$ cat src/lpst_pkg.sv
`default_nettype none

package lpst_pkg;

  // pixel channel and word widths
  localparam int unsigned ChanW  = 8;
  localparam int unsigned WordW  = 16;
  localparam int unsigned NibW   = 4;
  localparam int unsigned DigitW = 2;
  localparam int unsigned AccW   = 2 * ChanW;

  // digits per multiplier pass, words per pixel
  localparam int unsigned NumDigits = ChanW / DigitW;
  localparam int unsigned NumNibs   = 3 * ChanW / NibW;

  // configuration port
  localparam int unsigned AddrW = 4;
  localparam int unsigned DataW = 32;

  typedef enum logic [1:0] {
    REG_BRIGHTNESS    = 2'd0,
    REG_COLOR_CORRECT = 2'd1,
    REG_RED_FIRST     = 2'd2,
    REG_TRAILER_WORDS = 2'd3
  } reg_idx_e;

  localparam logic [7:0] BrightnessRst = 8'd255;
  localparam logic [5:0] TrailerRst    = 6'd3;
  localparam logic [5:0] TrailerMax    = 6'd32;

  // color correction factors, out of 255
  localparam logic [7:0] FactorUnity = 8'd255;
  localparam logic [7:0] FactorGreen = 8'd176;
  localparam logic [7:0] FactorBlue  = 8'd240;

  // timing digits of the spi word
  localparam logic [3:0] DigitOne  = 4'h7;
  localparam logic [3:0] DigitZero = 4'h1;

  typedef enum logic [3:0] {
    ST_IDLE  = 4'b0001,
    ST_SCALE = 4'b0010,
    ST_NORM  = 4'b0100,
    ST_EMIT  = 4'b1000
  } state_e;

  // bit k of the nibble drives hex digit 3-k
  function automatic logic [WordW-1:0] encode_nibble(input logic [NibW-1:0] nib);
    logic [WordW-1:0] word;
    word = '0;
    for (int k = 0; k < NibW; k++) begin
      word[NibW*(NibW-1-k) +: NibW] = nib[k] ? DigitOne : DigitZero;
    end
    return word;
  endfunction

  // exact floor(p / 255) for any product of two 8-bit values
  function automatic logic [ChanW-1:0] div255(input logic [AccW-1:0] p);
    logic [AccW:0] s;
    s = {1'b0, p} + {9'd0, p[AccW-1:ChanW]} + {{AccW{1'b0}}, 1'b1};
    return s[AccW-1:ChanW];
  endfunction

endpackage

`default_nettype wire

$ cat src/led_pixel_spi_timing_encoder.sv
`default_nettype none

// channel   direction  handshake                      payload
// -------   ---------  -----------------------------  -----------------------------------
// pixel     in         in_valid_i / in_stall_o        red_i green_i blue_i last_pixel_i
// word      out        out_valid_o / out_stall_i      spi_word_o last_word_o
// config    in         psel penable pwrite pready     paddr pwdata prdata
//
// one pixel at a time: an accepted pixel passes through the radix-4 shift-add
// multiplier (a second pass with color correction), with a divide step after each
// pass, then emits one word per cycle while the output register has room: 6, plus
// a leading zero word at frame start, plus the trailer on the last pixel; the next
// pixel is taken only once the block is back in the idle state.
// reset loads the register defaults and closes any frame; out_stall_i holds the
// output register and halts word emission, and the next pixel is taken while
// the final word of the previous one still waits in the output register.

module led_pixel_spi_timing_encoder
  import lpst_pkg::*;
(
  input  wire logic             clk_i,
  input  wire logic             rst_ni,

  input  wire logic             in_valid_i,
  output logic                  in_stall_o,
  input  wire logic [ChanW-1:0] red_i,
  input  wire logic [ChanW-1:0] green_i,
  input  wire logic [ChanW-1:0] blue_i,
  input  wire logic             last_pixel_i,

  output logic                  out_valid_o,
  input  wire logic             out_stall_i,
  output logic [WordW-1:0]      spi_word_o,
  output logic                  last_word_o,

  input  wire logic             psel,
  input  wire logic             penable,
  input  wire logic             pwrite,
  input  wire logic [AddrW-1:0] paddr,
  input  wire logic [DataW-1:0] pwdata,
  output logic [DataW-1:0]      prdata,
  output logic                  pready
);

  // configuration registers
  logic [7:0] brightness_q;
  logic       color_correct_q;
  logic       red_first_q;
  logic [5:0] trailer_words_q;

  reg_idx_e   reg_idx;
  logic       cfg_wr;

  assign reg_idx = reg_idx_e'(paddr[AddrW-1:2]);
  assign cfg_wr  = psel && penable && pwrite;
  assign pready  = 1'b1;

  always_ff @(posedge clk_i or negedge rst_ni) begin
    if (!rst_ni) begin
      brightness_q    <= BrightnessRst;
      color_correct_q <= 1'b0;
      red_first_q     <= 1'b0;
      trailer_words_q <= TrailerRst;
    end else if (cfg_wr) begin
      unique case (reg_idx)
        REG_BRIGHTNESS:    brightness_q    <= pwdata[7:0];
        REG_COLOR_CORRECT: color_correct_q <= pwdata[0];
        REG_RED_FIRST:     red_first_q     <= pwdata[0];
        REG_TRAILER_WORDS: trailer_words_q <= pwdata[5:0];
        default: ;
      endcase
    end
  end

  always_comb begin
    unique case (reg_idx)
      REG_BRIGHTNESS:    prdata = {24'd0, brightness_q};
      REG_COLOR_CORRECT: prdata = {31'd0, color_correct_q};
      REG_RED_FIRST:     prdata = {31'd0, red_first_q};
      REG_TRAILER_WORDS: prdata = {26'd0, trailer_words_q};
      default:           prdata = '0;
    endcase
  end

  // datapath and sequencer state
  // lanes: 0 red, 1 green, 2 blue
  state_e            state_q, state_d;
  logic              in_frame_q, in_frame_d;
  logic              pass_q, pass_d;           // 0 brightness, 1 color correction
  logic [1:0]        digit_cnt_q, digit_cnt_d;
  logic [ChanW-1:0]  mcand_q [3];
  logic [ChanW-1:0]  mcand_d [3];
  logic [ChanW-1:0]  mplier_q [3];
  logic [ChanW-1:0]  mplier_d [3];
  logic [AccW-1:0]   acc_q [3];
  logic [AccW-1:0]   acc_d [3];
  logic [3*ChanW-1:0] data_q, data_d;          // nibble shift register, msb out first
  logic              lead_q, lead_d;           // leading frame word pending
  logic [2:0]        nib_cnt_q, nib_cnt_d;
  logic [5:0]        trail_q, trail_d;

  logic              out_valid_q, out_valid_d;
  logic [WordW-1:0]  spi_word_q, spi_word_d;
  logic              last_word_q, last_word_d;

  logic              in_accept;
  logic              slot_free;
  logic [ChanW-1:0]  scaled [3];
  logic [5:0]        trail_sat;

  assign in_stall_o  = (state_q != ST_IDLE);
  assign in_accept   = in_valid_i && !in_stall_o;
  assign slot_free   = !out_valid_q || !out_stall_i;
  assign trail_sat   = (trailer_words_q > TrailerMax) ? TrailerMax : trailer_words_q;

  assign out_valid_o = out_valid_q;
  assign spi_word_o  = spi_word_q;
  assign last_word_o = last_word_q;

  always_comb begin
    for (int l = 0; l < 3; l++) begin
      scaled[l] = div255(acc_q[l]);
    end
  end

  always_comb begin
    state_d     = state_q;
    in_frame_d  = in_frame_q;
    pass_d      = pass_q;
    digit_cnt_d = digit_cnt_q;
    mcand_d     = mcand_q;
    mplier_d    = mplier_q;
    acc_d       = acc_q;
    data_d      = data_q;
    lead_d      = lead_q;
    nib_cnt_d   = nib_cnt_q;
    trail_d     = trail_q;
    out_valid_d = out_valid_q;
    spi_word_d  = spi_word_q;
    last_word_d = last_word_q;

    // output register drains when taken
    if (out_valid_q && !out_stall_i) begin
      out_valid_d = 1'b0;
    end

    unique case (state_q)
      ST_IDLE: begin
        if (in_accept) begin
          mcand_d[0]  = red_i;
          mcand_d[1]  = green_i;
          mcand_d[2]  = blue_i;
          for (int l = 0; l < 3; l++) begin
            mplier_d[l] = brightness_q;
            acc_d[l]    = '0;
          end
          pass_d      = 1'b0;
          digit_cnt_d = '0;
          lead_d      = !in_frame_q;
          in_frame_d  = !last_pixel_i;
          trail_d     = last_pixel_i ? trail_sat : 6'd0;
          state_d     = ST_SCALE;
        end
      end

      // msb-first shift-add, one 2-bit digit of the multiplier per cycle
      ST_SCALE: begin
        for (int l = 0; l < 3; l++) begin
          acc_d[l] = {acc_q[l][AccW-DigitW-1:0], {DigitW{1'b0}}}
                   + AccW'(mcand_q[l]) * AccW'(mplier_q[l][ChanW-1 -: DigitW]);
          mplier_d[l] = {mplier_q[l][ChanW-DigitW-1:0], {DigitW{1'b0}}};
        end
        digit_cnt_d = digit_cnt_q + 2'd1;
        if (digit_cnt_q == 2'(NumDigits - 1)) begin
          state_d = ST_NORM;
        end
      end

      ST_NORM: begin
        if (!pass_q && color_correct_q) begin
          for (int l = 0; l < 3; l++) begin
            mcand_d[l] = scaled[l];
            acc_d[l]   = '0;
          end
          mplier_d[0] = FactorUnity;
          mplier_d[1] = FactorGreen;
          mplier_d[2] = FactorBlue;
          pass_d      = 1'b1;
          digit_cnt_d = '0;
          state_d     = ST_SCALE;
        end else begin
          data_d    = red_first_q ? {scaled[0], scaled[1], scaled[2]}
                                  : {scaled[1], scaled[0], scaled[2]};
          nib_cnt_d = 3'(NumNibs);
          state_d   = ST_EMIT;
        end
      end

      // one word per cycle while the output register has room
      ST_EMIT: begin
        if (slot_free) begin
          out_valid_d = 1'b1;
          if (lead_q) begin
            spi_word_d  = '0;
            last_word_d = 1'b0;
            lead_d      = 1'b0;
          end else if (nib_cnt_q != 3'd0) begin
            spi_word_d  = encode_nibble(data_q[3*ChanW-1 -: NibW]);
            data_d      = {data_q[3*ChanW-NibW-1:0], {NibW{1'b0}}};
            nib_cnt_d   = nib_cnt_q - 3'd1;
            last_word_d = (nib_cnt_q == 3'd1) && (trail_q == 6'd0);
            if ((nib_cnt_q == 3'd1) && (trail_q == 6'd0)) begin
              state_d = ST_IDLE;
            end
          end else begin
            spi_word_d  = '0;
            trail_d     = trail_q - 6'd1;
            last_word_d = (trail_q == 6'd1);
            if (trail_q == 6'd1) begin
              state_d = ST_IDLE;
            end
          end
        end
      end

      default: state_d = ST_IDLE;
    endcase
  end

  always_ff @(posedge clk_i or negedge rst_ni) begin
    if (!rst_ni) begin
      state_q     <= ST_IDLE;
      in_frame_q  <= 1'b0;
      out_valid_q <= 1'b0;
      pass_q      <= 1'b0;
      digit_cnt_q <= '0;
      lead_q      <= 1'b0;
      nib_cnt_q   <= '0;
      trail_q     <= '0;
    end else begin
      state_q     <= state_d;
      in_frame_q  <= in_frame_d;
      out_valid_q <= out_valid_d;
      pass_q      <= pass_d;
      digit_cnt_q <= digit_cnt_d;
      lead_q      <= lead_d;
      nib_cnt_q   <= nib_cnt_d;
      trail_q     <= trail_d;
    end
  end

  // payload registers, no reset
  always_ff @(posedge clk_i) begin
    mcand_q     <= mcand_d;
    mplier_q    <= mplier_d;
    acc_q       <= acc_d;
    data_q      <= data_d;
    spi_word_q  <= spi_word_d;
    last_word_q <= last_word_d;
  end

endmodule

`default_nettype wire

$ cat config.mk
export PLATFORM = sky130hd
export DESIGN_NAME = led_pixel_spi_timing_encoder
export DESIGN_NICKNAME = d
export VERILOG_FILES = /design/src/lpst_pkg.sv /design/src/led_pixel_spi_timing_encoder.sv
export SDC_FILE = /design/constraint.sdc
export NUM_CORES = 1
export LEC_CHECK = 0
export ABC_AREA = 1
export BUFFER_PORTS_ARGS = -buffer_cell sky130_fd_sc_hd__buf_4
export CORE_UTILIZATION = 45
export CTS_BUF_LIST = sky130_fd_sc_hd__clkbuf_4 sky130_fd_sc_hd__clkbuf_8 sky130_fd_sc_hd__clkbuf_16
export DETAILED_ROUTE_END_ITERATION = 7
export GPL_TIMING_DRIVEN = 0
export HOLD_SLACK_MARGIN = 0.08
export PLACE_DENSITY = 0.62
export SLEW_MARGIN = 25
export SYNTH_ARGS = -nofsm -noshare
export SYNTH_HDL_FRONTEND = slang
export SYNTH_SLANG_ARGS = --single-unit
$ cat constraint.sdc
create_clock -name clk_i -period 4.45 [get_ports clk_i]
set_clock_uncertainty 0.1 [all_clocks]
set_input_delay 0.445 -clock clk_i [delete_from_list [all_inputs] [get_ports clk_i]]
set_output_delay 0.445 -clock clk_i [all_outputs]
set_load 0.01 [all_outputs]
== Word-level counts from Yosys, hierarchy flattened ==
Index checks and enable logic that the tools add are counted.
Cells by class
  add/subtract/negate cells: 12
  $mul: 3
  $lt $le $gt $ge: 1
  eq/ne operators: 21
  mux-type cells: 54
  bitwise logic cells: 1
  reduce and logical (&&, ||, !) cells: 33
Operators by type and width (count)
  2-to-1 mux 24 bit: 9
  case mux 48 bit (3 select lines): 1
  case mux 32 bit (4 select lines): 1
  2-to-1 mux 48 bit: 2
  case mux 24 bit (2 select lines): 2
  case mux 24 bit (3 select lines): 1
  adder 16 x 1 -> 16 bit (second input constant): 3
  adder 16 x 10 -> 16 bit: 3
  adder 16 x 8 -> 16 bit: 3
  2-to-1 mux 6 bit: 6
  2-to-1 mux 4 bit: 8
  multiplier 8 x 2 -> 10 bit: 3
  2-to-1 mux 3 bit: 8
  inequality test 2 bit (second input constant): 8
  case mux 4 bit (4 select lines): 1
  case mux 6 bit (2 select lines): 1
  AND reduction 2 bit: 6
  AND reduction 5 bit: 2
  AND reduction 3 bit: 3
  2-to-1 mux 1 bit: 8
  equality test 2 bit (second input constant): 3
  equality test 6 x 1 -> 1 bit (second input constant): 1
  > comparator 6 bit (second input constant): 1
  logical AND 1 bit: 6
  other kinds (24): 35
Word-level totals
  register bits: 172
  input port bits: 68
  output and inout bits: 52
  logic and storage cells: 149

== Longest topological paths before layout ==
Gate-level depths: netlist of run 1.
  word-level depth: 7
  mapped depth: 15
  depth with buffers taken out: 13

== Worst setup path after synthesis of run 1 ==
OpenSTA, ideal clock, no wires.
  path kind: reg-to-reg
  start: reg state_q[1]
  end: reg acc_q[0] in the netlist's numbering, enable pin
  arrival: 3.150 ns
  data required time: 3.925 ns
  slack: 0.775 ns
  stages on the path, launching flop included: 8
  path buffers: 0
  clock period less this slack: 3.675 ns
  path through: dfrtp_1 -> nor2_2 -> nand3_2 -> inv_2 -> nand3_1 -> a21boi_2 -> inv_2 -> nand2_1
Between the ends
  word-level cells in the longest chain between the ends: 5
RTL lines
  from (decl): line led_pixel_spi_timing_encoder.sv:87  | state_e state_q, state_d;
  from (signal assigned): line led_pixel_spi_timing_encoder.sv:241  | state_q <= state_d;
  inequality test 4 x 1 -> 1 bit: line led_pixel_spi_timing_encoder.sv:111  | assign in_stall_o = (state_q != ST_IDLE);
  logical NOT 1 bit: line led_pixel_spi_timing_encoder.sv:112  | assign in_accept = in_valid_i && !in_stall_o;
  logical AND 1 bit: line led_pixel_spi_timing_encoder.sv:112
  inequality test 2 bit (no source line)
  AND reduction 3 bit (no source line) (*)
  to (signal assigned): line led_pixel_spi_timing_encoder.sv:256  | acc_q <= acc_d;
  to (decl): line led_pixel_spi_timing_encoder.sv:95  | logic [AccW-1:0] acc_q [3];
Every way passes the cells marked *; elsewhere a longest branch is shown, timed or not.
A chain may end at the register's enable or synchronous reset.

== Worst setup path after layout of run 1 ==
  start: reg mplier_q[15] in the netlist's numbering
  end: reg acc_q[29] in the netlist's numbering, data pin
Between the ends
  word-level cells in the longest chain between the ends: 3
RTL lines
  from (decl): line led_pixel_spi_timing_encoder.sv:93  | logic [ChanW-1:0] mplier_q [3];
  from (signal assigned): line led_pixel_spi_timing_encoder.sv:255  | mplier_q <= mplier_d;
  multiplier 8 x 2 -> 10 bit: line led_pixel_spi_timing_encoder.sv:170  | + AccW'(mcand_q[l]) * AccW'(mplier_q[l][ChanW-1 -: DigitW]);
  adder 16 x 10 -> 16 bit: line led_pixel_spi_timing_encoder.sv:170
  case mux 48 bit (3 select lines): line led_pixel_spi_timing_encoder.sv:147  | unique case (state_q)
Every way passes these cells.

==> key figures, run 1 <==
Logic synthesis
  • Synth Warn #: 0
  • Synth Register Bits: 154
  • Register area share after synthesis: 41.9%
  • Async S/R FF share, synth: 22.7%
  • Avg Cell Area, Syn: 7.81 um^2
  • Synthesized instance count: 1363
  • Ys flop type: edfxtp_1
  • Most area-consuming cells after synthesis: edfxtp_1 34%, nand2_1 14%, inv_1 7.0%
  • Cell area after synthesis: 10600 um^2
  • Cell accounting for the most synthesized area: edfxtp_1
  • Post-synth top area share: 33.6%
  • EDFF count, synth: 119
  • Netlist cell types: 50

Placed design
  • Post-DP HPWL: 21100 um
  • DP Worst Slack: 0.850 ns
  • Placer Congestion: 0.951
  • PortBufs: 64

Route
  • Vias per inst: 4.99
  • DRT Pass-1 Iters: 5
  • DR WL/cell: 15.0 um
  • Antenna-violating nets left: 0
  • Vias after detailed routing: 8985
  • Detailed Route WL: 27100 um
  • Initial DRC count: 678
  • Drt drc: 0

Clock tree
  • CTS Buf Count: 17
  • Skew-Pair Late Insertion Delay: 0.44 ns
  • CTS tree: yes
  • Clock Tree Buf Depth: 2
  • Clock Pin Slew Worst Setup and Hold Paths: 0.07 ns
  • H-Tree Depth: 4
  • Clock Tree Root: clkbuf_16
  • Clk sinks: 154

Layout
  • Filler cells: 2211
  • Share of cells above drive strength 1: 12.6%
  • Ant diodes: 0
  • Area grow syn2layout: 15.2%
  • Post-layout nets: 1623
  • Layout Utilization: 53.5%

Timing
  • Slew @ Worst Pin: 0.685 ns
  • Tmin final: 3.58 ns
  • Final Max Tran Viols: 0
  • Final Cycle Share: 80.6%
  • Setup_tns: 0 ns
  • Final setup fails: 0
  • Max Clock Freq: 279 MHz
  • RSZ-0062 raised after global routing: no
  • Final hold vios: 0
  • Setup WS post-layout: 0.865 ns
  • Max_slew headroom: 54.3%
  • Final hold slack: 0.123 ns

Setup path
  • Largest stage delay, worst path: 0.52 ns
  • WP data required: 4.54 ns
  • CP max FO: 10
  • CP max-delay cell: fa_1
  • CP endpoint kind: register
  • Critical-path cell list: clkbuf_1 > clkbuf_1 > nand2_1 > fa_1 > inv_1 > ha_1 > a21oi_1 > nand2_1 > nand3_1 > nand2_1 > a21oi_1 > nor2_1 > nor2_1 > nor2_1
  • Crit Path Category: reg2reg
  • Crit path DAT: 3.67 ns
  • Worst setup SP type: register

Die
  • Starting Density: 46.4%
  • Die width: 156 um
  • Die Span Y: 156 um
  • Row cnt: 55
  • Core area: 22900 um^2
  • Die area: 24300 um^2
  • # IOs: 120

Run
  • Max Cap Viol: 0

Global routing
  • Gr usage total: 23.3%
  • Grt ovf: 0
  • Pin count of the biggest net entering global routing: 46
  • First-pass GRT wire length: 43400 um
  • Initial antenna violation count: 0
  • Number of global-route vias before repair: 8567

Power and ir drop
  • Power density cells: 834 nW/um^2
  • Leak pwr: 6.13 nW
  • Worst vdd ir: 0.335 mV

Min path
  • Worst hold-check path type: in2reg

Run status
  • Run status: completed
-- final timing paths --
check,start,endpoint,slack (ns),cells after the start
min in group asynchronous,rst_ni,trailer_words_q[3],0.39,2
hold reg to reg,in_frame_q,lead_q,0.38,1
setup reg to reg,mplier_q[15],acc_q[29],0.87,14
setup / recovery,mplier_q[15],acc_q[29],0.87,14
hold / removal,out_stall_i,out_valid_o,0.12,3
max in group asynchronous,rst_ni,state_q[0],3.50,2
-- Yosys cell counts, types with 2 or more instances --
cell type,instances
o21ai_0,55
nor3_1,8
a21oi_1,77
nor3b_2,2
a31oi_1,15
buf_2,10
dfrtp_1,24
o22ai_1,3
o21a_1,3
clkbuf_1,18
o21ai_1,8
a21o_1,5
nand2_2,4
fa_1,21
nand2_1,400
a21boi_1,2
buf_1,3
dfstp_2,11
nand4_1,10
inv_2,11
nand3_1,119
xor2_1,2
o211ai_1,2
buf_4,38
nor2_2,3
ha_1,58
xnor2_1,2
inv_1,199
a22oi_1,2
conb_1,2
a21boi_2,3
edfxtp_1,119
nor2_1,105
and2_1,3
-- per-stage QoR --
step | total power, W | area [um^2] | instances
6_report | 0.0102 | 12300 | 1802
5_1_grt | 0.0112 | 12300 | 1802
4_1_cts | 0.0103 | 12300 | 1802
3_5_place_dp | 0.00881 | 11700 | 1769
3_3_place_gp | 0.00856 | 11600 | 1767
2_1_floorplan | 0.00714 | 10700 | 1390
-- critical path, delay by kind of cell, from the launching register on --
family / cells / cell delay [ns]
AOI/OAI and AO/OA: 2 / 0.44
adders and majority gates: 2 / 0.85
buffers and inverters: 3 / 0.90
DFF: 1 / 0.32
and+or+nand+nor: 7 / 0.73
-- layout make-up --
type                       count  area, um^2  share of cell area (%)
inverter                     210         788                    6.43
buffer                        69         414                    3.38
clock buffer                  19         453                    3.69
tap                          313         392                    3.19
sequential                   154        4460                    36.4
clock inverter                13         121                   0.990
multi-input combinational    957        5090                    41.5
timing repair buffer          67         538                    4.39
-- where the power goes --
group | internal, W | switching [W]
logic | 0.00197 | 0.00387
registers | 0.00249 | 0.000450
clock network | 0.000769 | 0.000671
total | 0.00524 | 0.00499
-- placed cells by master (no fill, tap or decap), types with 4 or more instances in the layout --
cell type  synthesis  layout
a21oi_1           77      77
inv_1            199     199
clkbuf_16          0      17
fa_1              21      21
nand4_1           10      10
buf_2             10      10
o21ai_1            8       8
dfstp_2           11      11
nand3_1          119     119
nor3_1             8       8
o21ai_0           55      55
a21o_1             5       5
ha_1              58      58
buf_4             38     102
inv_6              0       4
clkbuf_1          18      18
inv_2             11      11
nand2_1          400     399
dfrtp_1           24      24
nor2_1           105     105
edfxtp_1         119     119
conb_1             2      29
nand2_2            4       4
a31oi_1           15      15
-- routing by layer --
metal | track usage, % | vias up | routed length [um]
met5 | 0 | - | 0
met4 | 6.35 | 0 | 453
met3 | 3.25 | 30 | 1380
met2 | 39.8 | 220 | 13000
met1 | 31.0 | 4123 | 12200
li1 | - | 4612 | -
-- kinds of logic after synthesis --
group / after synthesis / share of synthesized area (%)
AND/OR/NAND/NOR: 664 / 26.2
AO/OA/AOI/OAI: 181 / 9.42
XOR/XNOR: 4 / 0.329
adder cells (fa/ha/maj): 79 / 10.8
buffers and inverters: 279 / 11.3
other: 2 / 0.0706
flip-flops: 154 / 41.9
-- sequential cells by signal (all words and copies together), names as in the netlist --
signal           cells
spi_word_o           5
trailer_words_q      6
nib_cnt_q            3
mcand_q             24
mplier_q            17
trail_q              6
red_first_q          1
out_valid_o          1
last_word_o          1
data_q              24
lead_q               1
acc_q               48
state_q              4
digit_cnt_q          2
brightness_q         8
in_frame_q           1
pass_q               1
color_correct_q      1
-- timing repair --
item / CTS / global route
hold buffers: 1 / 0
endpoints found under the hold margin: 24 / 0
gates resized for setup: 0 / 0
endpoints found under the setup margin: 0 / 0
setup buffers: 0 / 0
Power figures use the tool's default switching activity.
==> run 2: changes to the inputs <==
PLACE_DENSITY = 0.64   (was 0.62)
clock period = 3.2 ns   (was 4.45 ns; I/O delays follow)
==> key figures, run 2 (same netlist as run 1, synthesis figures left out) <==
Placed design
  • DP Worst Slack: -0.373 ns (-1.22 ns)
  • Placer Congestion: 0.953 (+0.22%)
  • PortBufs: 64 (unchanged)
  • Post-DP HPWL: 20600 um (-2.2%)
  • Placed Cells: 1769 (unchanged)

Die
  • Row cnt: 55 (unchanged)
  • Die area: 24300 um^2 (unchanged)
  • Core area: 22900 um^2 (unchanged)
  • Die width: 156 um (unchanged)
  • Die Span Y: 156 um (unchanged)
  • # IOs: 120 (unchanged)
  • Starting Density: 46.4% (unchanged)

Setup path
  • Largest stage delay, worst path: 0.51 ns (about the same)
  • Critical-path cell list: clkbuf_4 > nand2_1 > fa_1 > inv_1 > ha_1 > a21oi_1 > nand2_1 > nand3_1 > nand2_1 > a21oi_1 > nor2_1 > nor2_1 > nor2_1
  • CP endpoint kind: register
  • Crit path DAT: 3.13 ns (-0.54 ns)
  • WP data required: 3.28 ns (-1.26 ns)
  • Crit Path Category: reg2reg
  • R2r setup slk: 0.15 ns (-0.71 ns)
  • Crit path max-delay family: adder cells
  • CP max-delay cell: fa_1
  • Critical path buffers and inverters: 2 (-1)
  • CP max FO: 10 (unchanged)
  • Worst setup SP type: register

Global routing
  • Met1 Use GR: 31.5% (+0.49 points)
  • Met3 usage: 3.03% (-0.22 points)
  • First-pass GRT wire length: 44300 um (+2.2%)
  • Met2 global-route usage: 38.8% (-0.91 points)
  • Gr usage total: 23.6% (+0.25 points)
  • Grt ovf: 0 (unchanged)
  • Pin count of the biggest net entering global routing: 36 (-22%)
  • Number of global-route vias before repair: 8776 (+2.4%)
  • Gr busiest metal: met2
  • Initial antenna violation count: 0 (unchanged)

Clock tree
  • H-Tree Depth: 4 (unchanged)
  • Clock Tree Buf Depth: 2 (unchanged)
  • CTS Buf Count: 17 (unchanged)
  • Clock Pin Slew Worst Setup and Hold Paths: 0.06 ns (about the same)
  • CTS tree: yes
  • Clock Tree Root: clkbuf_16
  • Clk sinks: 154 (unchanged)
  • Skew-Pair Late Insertion Delay: 0.43 ns (about the same)

Route
  • DRT Pass-1 Iters: 5 (unchanged)
  • Detailed Route WL: 27400 um (+1.2%)
  • Antenna-violating nets left: 0 (unchanged)
  • Vias after detailed routing: 9263 (+3.1%)
  • Drt drc: 0 (unchanged)
  • DR WL/cell: 15.1 um (+0.27%)
  • Vias per inst: 5.09 (+2.1%)
  • Initial DRC count: 687 (+1.3%)

Layout
  • Post-layout nets: 1640 (+1.0%)
  • Largest Register: acc_q
  • Most frequent cells in the layout: 398 x nand2_1, 199 x inv_1, 119 x nand3_1, 119 x edfxtp_1, 105 x nor2_1
  • Top flop regs: acc_q: 48 flops, data_q: 24 flops, mcand_q: 24 flops
  • Non-filler instance count after layout: 1819 (+0.94%)
  • Max reg flops: 48 (unchanged)
  • Most common cell after layout, fill and taps aside: nand2_1
  • Share of cells above drive strength 1: 12.6% (+0.057 points)
  • Ant diodes: 0 (unchanged)
  • Area grow syn2layout: 17.4%

Timing
  • Max_slew headroom: 51.4% (-2.9 points)
  • Setup_tns: 0 ns (unchanged)
  • Setup WS post-layout: 0.152 ns (-0.713 ns)
  • Tmin final: 3.05 ns (-0.537 ns)
  • RSZ-0062 raised after global routing: no
  • Final Max Tran Viols: 0 (unchanged)
  • Final setup fails: 0 (unchanged)
  • Final hold slack: 0.0962 ns (-0.0270 ns)
  • Final hold vios: 0 (unchanged)
  • Slew @ Worst Pin: 0.728 ns (+0.0437 ns)
  • Final Cycle Share: 95.2% (+15 points)
  • Max Clock Freq: 328 MHz (+18%)

Run status
  • Run status: completed

Power and ir drop
  • Seq pwr share: 28.8% (about the same)
  • Net Sw Frac: 48.1% (-0.73 points)
  • Sw Pwr: 0.00695 W (+39%)
  • Clock power share: 14.7% (+0.6 points)
  • P_int: 0.00751 W (+43%)
  • Worst vdd ir: 0.557 mV (+67%)
  • Power density cells: 1160 nW/um^2 (+39%)
  • Combinational power share: 56.5% (-0.6 points)
  • Leak pwr: 6.23 nW (+1.6%)
  • Pwr Total: 0.0145 W (+41%)

Min path
  • Worst hold-check path type: in2reg

Run
  • Max Cap Viol: 0 (unchanged)
-- run 2: cell types whose count changed in the layout (fill, tap and decap cells not counted), moves of 2 or more --
cell	previous run	this run
buf_4	102	104
bufinv_16	0	3
clkbuf_1	18	13
clkbuf_4	0	3
clkbuf_8	2	0
clkinv_1	0	2
dlygate4sd3_1	1	20
inv_4	3	0
inv_8	3	1
-- run 2: stage by stage --
step                utilization, %  cell area, um^2
floorplan                        -            10700
global placement              50.7            11600
detailed placement            51.0            11700
CTS                           54.5            12500
global route                  54.5            12500
finish                        54.5            12500
-- run 2: final timing paths --
| path | depth (start not counted) | endpoint | from |
|---|---|---|---|
| setup / recovery | 13 | acc_q[29] | mplier_q[15] |
| hold / removal | 3 | in_frame_q | in_valid_i |
| setup reg to reg | 13 | acc_q[29] | mplier_q[15] |
| hold reg to reg | 1 | lead_q | in_frame_q |
| max in group asynchronous | 2 | brightness_q[6] | rst_ni |
| min in group asynchronous | 2 | trailer_words_q[3] | rst_ni |
-- run 2: cell type report --
class	count	area, um^2
fill	2181	10400
multi-input combinational	957	5100
sequential	154	4460
inverter	210	788
timing repair buffer	88	743
clock buffer	19	440
buffer	65	403
tap	313	392
clock inverter	13	165
-- run 2: power groups by stage --
| stage | registers [W] | clock network (W) | logic, W |
|---|---|---|---|
| finish | 0.00416 | 0.00213 | 0.00817 |
| global route | 0.00424 | 0.00224 | 0.00939 |
| CTS | 0.00410 | 0.00216 | 0.00818 |
| detailed placement | 0.00411 | 0 | 0.00810 |
| global placement | 0.00415 | 0 | 0.00780 |
| floorplan | 0.00388 | 0 | 0.00604 |
-- run 2: worst register-to-register path, delay by kind of cell, from the launching register on --
kind | cells | cell delay [ns]
flip-flops | 1 | 0.46
buffers and inverters | 2 | 0.31
adder cells (fa/ha/maj) | 2 | 0.84
AO/OA/AOI/OAI | 2 | 0.44
AND/OR/NAND/NOR | 7 | 0.64
-- run 2: repair_timing --
action / 4_1_cts / 5_1_grt
hold endpoints to repair: 54 / 0
pin swaps: 0 / 1
endpoints found under the setup margin: 20 / 44
gates resized for setup: 1 / 5
buffers inserted: 1 / 1
hold buffers: 20 / 0
cloned: 0 / 0
-- run 2: per-layer routing --
layer	wire length, um	vias to the layer above
met5	0	-
met4	830	0
met3	1190	61
met2	12900	257
met1	12500	4299
li1	-	4646
